===== config.mk =====
export PLATFORM = sky130hd
export DESIGN_NAME = key_matrix_scan_emulator_unit
export DESIGN_NICKNAME = d
export VERILOG_FILES = /design/src/hdl/kmse_pkg.sv /design/src/hdl/key_matrix_scan_emulator_unit.sv
export SDC_FILE = /design/constraint.sdc
export NUM_CORES = 1
export LEC_CHECK = 0
export BUFFER_PORTS_ARGS = -buffer_cell sky130_fd_sc_hd__buf_4
export CAP_MARGIN = 40
export CORE_ASPECT_RATIO = 0.9
export CORE_UTILIZATION = 30
export CTS_CLUSTER_SIZE = 12
export DETAILED_ROUTE_END_ITERATION = 6
export HOLD_SLACK_MARGIN = 0.03
export REMOVE_ABC_BUFFERS = 1
export SKIP_CTS_REPAIR_TIMING = 1
export SYNTH_ARGS = -nofsm -noshare
export SYNTH_HDL_FRONTEND = slang
export SYNTH_SLANG_ARGS = --single-unit

===== constraint.sdc =====
create_clock -name clk -period 3.39 [get_ports clk]
set_input_delay 0.8475 -clock clk [delete_from_list [all_inputs] [get_ports clk]]
set_output_delay 0.8475 -clock clk [all_outputs]
set_load 0.01 [all_outputs]

===== src/hdl/kmse_pkg.sv =====
`timescale 1ns / 1ps
// ----------------------------------------------------------------------------
// kmse_pkg
// Types, codes and the host key decode table for the key matrix scan emulator.
// ----------------------------------------------------------------------------
package kmse_pkg;

  localparam int NUM_ROWS  = 10;
  localparam int ROW_W     = $clog2(NUM_ROWS);
  localparam int SELECT_W  = NUM_ROWS;
  localparam int PORT_A_ROWS = 7;

  localparam logic [1:0] CMD_PRESS   = 2'd0;
  localparam logic [1:0] CMD_RELEASE = 2'd1;
  localparam logic [1:0] CMD_READ    = 2'd2;

  localparam logic [15:0] BREAK_CODE = 16'hFF13;

  typedef struct packed {
    logic [1:0]  command;
    logic [15:0] key_code;
    logic [7:0]  port_a_drive;
    logic [2:0]  port_b_drive;
  } kmse_item_t;

  typedef struct packed {
    logic [7:0] read_data;
    logic       break_active;
  } kmse_result_t;

  typedef struct packed {
    logic             hit;
    logic [ROW_W-1:0] row;
    logic [7:0]       mask;
  } kmse_key_t;

  function automatic kmse_key_t key_entry(input int row, input logic [7:0] mask);
    kmse_key_t k;
    k.hit  = 1'b1;
    k.row  = ROW_W'(row);
    k.mask = mask;
    return k;
  endfunction

  // host key code to matrix row and bit; unknown codes give no hit
  function automatic kmse_key_t key_decode(input logic [15:0] code);
    kmse_key_t k;
    k = '0;
    case (code)
      16'h0020: k = key_entry(4, 8'h80);
      16'h002D: k = key_entry(7, 8'h01);
      16'h002E: k = key_entry(9, 8'h01);
      16'h0030: k = key_entry(6, 8'h80);
      16'h0031: k = key_entry(0, 8'h04);
      16'h0032: k = key_entry(9, 8'h04);
      16'h0033: k = key_entry(8, 8'h04);
      16'h0034: k = key_entry(0, 8'h08);
      16'h0035: k = key_entry(9, 8'h08);
      16'h0036: k = key_entry(8, 8'h08);
      16'h0037: k = key_entry(0, 8'h02);
      16'h0038: k = key_entry(9, 8'h02);
      16'h0039: k = key_entry(8, 8'h02);
      16'h0061: k = key_entry(9, 8'h40);
      16'h0062: k = key_entry(1, 8'h80);
      16'h0063: k = key_entry(7, 8'h80);
      16'h0064: k = key_entry(7, 8'h40);
      16'h0065: k = key_entry(7, 8'h20);
      16'h0066: k = key_entry(0, 8'h40);
      16'h0067: k = key_entry(1, 8'h40);
      16'h0068: k = key_entry(2, 8'h40);
      16'h0069: k = key_entry(4, 8'h20);
      16'h006A: k = key_entry(3, 8'h40);
      16'h006B: k = key_entry(4, 8'h40);
      16'h006C: k = key_entry(5, 8'h40);
      16'h006D: k = key_entry(3, 8'h80);
      16'h006E: k = key_entry(2, 8'h80);
      16'h006F: k = key_entry(2, 8'h08);
      16'h0070: k = key_entry(1, 8'h08);
      16'h0071: k = key_entry(9, 8'h20);
      16'h0072: k = key_entry(0, 8'h20);
      16'h0073: k = key_entry(8, 8'h40);
      16'h0074: k = key_entry(1, 8'h20);
      16'h0075: k = key_entry(3, 8'h20);
      16'h0076: k = key_entry(0, 8'h80);
      16'h0077: k = key_entry(8, 8'h20);
      16'h0078: k = key_entry(8, 8'h80);
      16'h0079: k = key_entry(2, 8'h20);
      16'h007A: k = key_entry(9, 8'h80);
      16'h00AC: k = key_entry(7, 8'h10);
      16'h00AD: k = key_entry(2, 8'h10);
      16'h00AE: k = key_entry(0, 8'h10);
      16'h00AF: k = key_entry(1, 8'h10);
      16'hFF0D: k = key_entry(5, 8'h80);
      16'hFF52: k = key_entry(0, 8'h10);
      16'hFF54: k = key_entry(7, 8'h10);
      16'hFF51: k = key_entry(1, 8'h10);
      16'hFF53: k = key_entry(2, 8'h10);
      16'hFFAA: k = key_entry(7, 8'h04);
      16'hFFAB: k = key_entry(8, 8'h01);
      16'hFFAD: k = key_entry(7, 8'h01);
      16'hFFAF: k = key_entry(7, 8'h08);
      16'hFFE1: k = key_entry(8, 8'h10);
      16'hFFE2: k = key_entry(8, 8'h10);
      16'hFFFF: k = key_entry(7, 8'h02);
      default:  k = '0;
    endcase
    return k;
  endfunction

endpackage


===== src/hdl/key_matrix_scan_emulator_unit.sv =====
`timescale 1ns / 1ps
// ----------------------------------------------------------------------------
// key_matrix_scan_emulator_unit
// Keyboard matrix of 10 rows of 8 bits driven by host key events and read
// through the port A / port B scan lines.
// ----------------------------------------------------------------------------
// Takes one word per cycle while the output is not stalled: a key press, a
// key release or a port read. Each word is held in an input register, then
// decoded and applied when the output can advance, and its result is loaded
// into the result register at that same clock edge; one result leaves per
// cycle while the output is not stalled. Key events
// return read_data zero;
// a port read returns port A ORed with every row whose drive line is set
// (port A bits 0 to 6 for rows 0 to 6, port A bit 7 or port B bit 0 for
// row 7, port B bits 1 and 2 for rows 8 and 9). break_active follows the
// Break key. Reset clears the matrix and the break flag at once.
module key_matrix_scan_emulator_unit (
  input  logic                  clk,
  input  logic                  rst,
  input  logic                  item_valid,
  output logic                  item_stall,
  input  kmse_pkg::kmse_item_t  item,
  output logic                  result_valid,
  input  logic                  result_stall,
  output kmse_pkg::kmse_result_t result
);
  import kmse_pkg::*;

  logic         s1_valid;
  kmse_item_t   s1;
  logic         advance;

  logic [7:0]   matrix [NUM_ROWS];
  logic [7:0]   matrix_next [NUM_ROWS];
  logic         break_flag;
  logic         break_next;
  kmse_result_t result_next;
  kmse_key_t    key;
  logic [SELECT_W-1:0] row_select;

  assign advance    = !result_valid || !result_stall;
  assign item_stall = s1_valid && !advance;

  always_comb begin
    key         = key_decode(s1.key_code);
    matrix_next = matrix;
    break_next  = break_flag;
    result_next = '0;
    row_select  = {s1.port_b_drive, {PORT_A_ROWS{1'b0}}}
                | {{(SELECT_W - 8){1'b0}}, s1.port_a_drive};
    case (s1.command)
      CMD_PRESS, CMD_RELEASE: begin
        if (s1.key_code == BREAK_CODE) begin
          break_next = (s1.command == CMD_PRESS);
        end else if (key.hit) begin
          if (s1.command == CMD_PRESS) begin
            matrix_next[key.row] = matrix[key.row] | key.mask;
          end else begin
            matrix_next[key.row] = matrix[key.row] & ~key.mask;
          end
        end
      end
      CMD_READ: begin
        result_next.read_data = s1.port_a_drive;
        for (int i = 0; i < NUM_ROWS; i++) begin
          if (row_select[i]) begin
            result_next.read_data = result_next.read_data | matrix[i];
          end
        end
      end
      default: begin
      end
    endcase
    result_next.break_active = break_next;
  end

  always_ff @(posedge clk) begin
    if (rst) begin
      s1_valid     <= 1'b0;
      result_valid <= 1'b0;
      break_flag   <= 1'b0;
      for (int i = 0; i < NUM_ROWS; i++) begin
        matrix[i] <= '0;
      end
    end else begin
      if (!item_stall) begin
        s1_valid <= item_valid;
      end
      if (advance) begin
        result_valid <= s1_valid;
        if (s1_valid) begin
          matrix     <= matrix_next;
          break_flag <= break_next;
        end
      end
    end
  end

  // payload registers
  always_ff @(posedge clk) begin
    if (item_valid && !item_stall) begin
      s1 <= item;
    end
    if (advance && s1_valid) begin
      result <= result_next;
    end
  end

  // stall toward the source only when the held word cannot move on
  a_stall_needs_word: assert property (@(posedge clk) item_stall |-> s1_valid)
    else $error("item_stall raised with no word held");

  a_reset_empty: assert property (@(posedge clk) $past(rst) |-> !result_valid && !s1_valid)
    else $error("pipeline not empty after reset");

  a_break_press: assert property (@(posedge clk) disable iff (rst)
    (s1_valid && advance && s1.command == CMD_PRESS && s1.key_code == BREAK_CODE)
      |=> (result_valid && result.break_active && result.read_data == 8'h00))
    else $error("break press not reflected in result");

  a_key_release_clears: assert property (@(posedge clk) disable iff (rst)
    (s1_valid && advance && s1.command == CMD_RELEASE && key.hit
      && s1.key_code != BREAK_CODE)
      |=> ((matrix[$past(key.row)] & $past(key.mask)) == 8'h00))
    else $error("key release left its matrix bit set");

endmodule

==> metrics.md <==
| Metric | Value |
|---|---|
| Crit-path cells | `buf_4, xnor2_1, and4_1, o21a_2, a221oi_2, and3_1, buf_4, mux2i_1, o31ai_1, a31o_4, mux2_2` |
| Total Routing Usage GR | `19.2%` |
| Buf+Inv Stages, Crit Path | `2` |
| First-pass DRT Iterations | `6` |
| Critical path's slowest cell | `edfxtp_1` |
| Worst Path Arrival | `3520 ps` |
| Post-DR wirelength/cell | `20.2 um` |
| Initial antenna violation count | `0` |
| MaxCap Viol Count | `0` |
| CP endpoint kind | `flip-flop` |
| Slew HR | `48.5%` |
| Starting density of the core | `30.9%` |
| Final worst slack | `172 ps` |
| Critical Path Max Stage Delay | `540 ps` |
| Root Buffer | `clkbuf_16` |
| Vias | `6481` |
| Clock sinks | `121` |
| CTS buffer count | `17` |
| First-pass GRT wire length | `35.3 mm` |
| Max VDD drop | `0.416 mV` |
| Final hold vios | `0` |
| Post-route cell area | `8680 um^2` |
| Layout overhead on the synthesized area | `23.8%` |
| Worst Clk Skew | `11.5 ps` |
| H-tree lvl count | `4` |
| Ys flop type | `dfxtp_1` |
| Core box area | `22700 um^2` |
| Fill cells | `2239` |
| Horiz. Die Dim | `163 um` |
| Final WL | `22.6 mm` |
| Yosys cell types | `103` |
| TritonCTS clock tree | `done` |
| Final min period | `3220 ps` |
| Sequential Area | `2800 um^2` |
| PortBufs | `43` |
| CP Max Fanout | `11` |
| Vias in the first global route | `6119` |
| Post-DRT Antenna Nets | `0` |
| Fin nets | `840` |
| Unrepaired setup endpoints after global routing | `false` |
| Die Y | `147 um` |
| Footprint of the multi-input gates | `3870 um^2` |
| Avg Vias per Cell | `5.80` |
| Dpl ws | `150 ps` |
| Yosys reg bits | `121` |
| Worst path most repeated cell | `buf_4` |
| Residual DRC | `0` |
| Std-Cell Rows | `52` |
| Leakage | `3.13 nW` |
| Largest net degree at the start of global routing | `38` |
| Final Cycle Share | `94.9%` |
| Global route overflow | `0` |
| Kind of critical path | `flip-flop to flip-flop` |
| Sequential area share after synthesis | `40.0%` |
| Cell Area, Synth | `7010 um^2` |
| Worst Max-Slew Pin Slew | `770 ps` |
| Routability congestion estimate | `0.935` |
| Drt first-iter violations | `648` |
| Fmax | `311 MHz` |
| Setup violators final | `0` |
| Critical path's top delay family | `compound AO/OA/AOI/OAI gates` |
| Final-report max-slew violation count | `0` |
| Diodes inserted | `0` |
| Number of flops mapped to enable cells by yosys | `38` |
| Clk slew on worst S/H paths | `60 ps` |
| Detailed Place HPWL | `15.9 mm` |
| Hold Path Class | `flip-flop to flip-flop` |
| Synth warn | `0` |
| Power per cell area | `432 nW/um^2` |
| Dpl cell area | `7980 um^2` |
| Data required, critical path | `3690 ps` |
| Run status | `completed` |
| I/O pin total | `44` |
| Clock latency on the worst-skew pair | `420 ps` |
| Maximum root-to-sink buffer count | `2` |
| Synth async-reset ratio | `0%` |
| Layout cell share with drive strength beyond 1 | `24.4%` |
| Syn avg cell area | `9.64 um^2` |
| Die area | `24000 um^2` |
| Cell count after synthesis | `727` |
| Crit start category | `flip-flop` |
==> power breakdown <==
part | switching (mW) | internal (mW)
logic | 0.149 | 0.104
registers | 0.0462 | 1.53
clock network | 0.692 | 1.24
==> worst register-to-register path, stage by stage (launching register included) <==
cell	delay, ps
edfxtp_1	540
buf_4	220
xnor2_1	110
and4_1	240
o21a_2	250
a221oi_2	230
and3_1	370
buf_4	240
mux2i_1	240
o31ai_1	110
a31o_4	280
mux2_2	260
==> kinds of logic (layout without fill, tap and decap cells) <==
family	Yosys count	after routing	share of synthesized area [%]
mux	56	56	8.23
buf+inv	66	159	5.30
xor+xnor	5	5	0.625
flops	121	121	40.0
simple gates	282	282	24.2
compound gates	197	197	21.7
==> path summary, 6_finish.rpt <==
kind	startpoint	end	slack (ps)	cells after the start
min reg2reg	matrix[72]	matrix[72]	470	1
max	s1[15]	matrix[7]	170	11
max reg2reg	s1[15]	matrix[7]	170	11
min	matrix[72]	matrix[72]	470	1
==> synthesized netlist by cell type (8+ instances only) <==
cell type,number,area (um^2)
clkbuf_1,18,67.6
a221oi_1,12,105
nand4_1,11,68.8
and3_1,12,75.1
o21ai_0,27,135
dfxtp_1,83,1660
a211oi_1,8,60.1
nor3_1,18,90.1
a21o_1,8,60.1
o22ai_1,8,50.1
inv_1,9,33.8
nor2_1,38,143
a31oi_1,12,75.1
buf_4,10,75.1
o21ai_1,12,60.1
a21oi_1,20,100
edfxtp_1,38,1140
nand3_1,31,155
nor2b_1,45,282
buf_2,12,60.1
o31ai_1,9,67.6
a22oi_1,10,75.1
a222oi_1,8,80.1
nor3b_1,8,60.1
buf_6,8,90.1
nand2_1,44,165
mux2i_1,49,490
==> cell type report <==
type	count	area share, %
tap	297	4.28
sequential	121	32.3
clock inverter	14	2.22
timing repair buffer	117	11.3
clock buffer	18	4.94
multi-input combinational	540	44.6
inverter	10	0.432
==> metal layers <==
| metal | global-route usage [%] | up-vias | share of wire (%) | routed length [um] |
|---|---|---|---|---|
| li1 | - | 2962 | - | - |
| met5 | 0 | - | 0 | 0 |
| met4 | 8.74 | 0 | 4.4 | 990 |
| met3 | 5.00 | 82 | 8.7 | 1960 |
| met2 | 27.4 | 358 | 42 | 9460 |
| met1 | 26.9 | 3079 | 45 | 10100 |
==> state kept, by name (all words and copies together), names as in the netlist <==
register and count:
break_flag 1, matrix 80, result 9, result_valid 1, s1 29, s1_valid 1
==> through the flow <==
stage | cells | total power, mW | hold WS (ps) | TNS, ps | util, %
2_1_floorplan | 671 | 1.70 | 437 | -63.2 | -
6_report | 1117 | 3.75 | 475 | 0 | 38.2
5_1_grt | 1117 | 3.86 | 490 | 0 | 38.2
3_5_place_dp | 1080 | 1.84 | 459 | 0 | 35.1
4_1_cts | 1112 | 3.76 | 471 | 0 | 37.9
3_3_place_gp | 1080 | 1.84 | 453 | 0 | 35.1
==> cells in the final DEF, fill, tap and decap left out, drive strengths merged, types with 4 or more instances in the layout <==
cell type	Yosys	final
a211oi	8	8
a21o	8	8
a21oi	20	20
a221oi	14	14
a222oi	8	8
a22o	6	6
a22oi	10	10
a311oi	4	4
a31oi	12	12
and2	5	5
and3	12	12
and3b	4	4
and4bb	4	4
buf	38	117
bufinv	0	4
clkbuf	18	18
clkinv	0	6
dfxtp	83	83
edfxtp	38	38
inv	10	14
mux2	7	7
mux2i	49	49
nand2	47	47
nand2b	7	7
nand3	33	33
nand4	11	11
nand4b	4	4
nor2	42	42
nor2b	45	45
nor3	20	20
nor3b	9	9
nor4	7	7
o2111ai	5	5
o21ai	40	40
o22ai	8	8
o31ai	12	12
or2	6	6
or4	6	6
No activity file was read; power rests on OpenSTA's default activity.
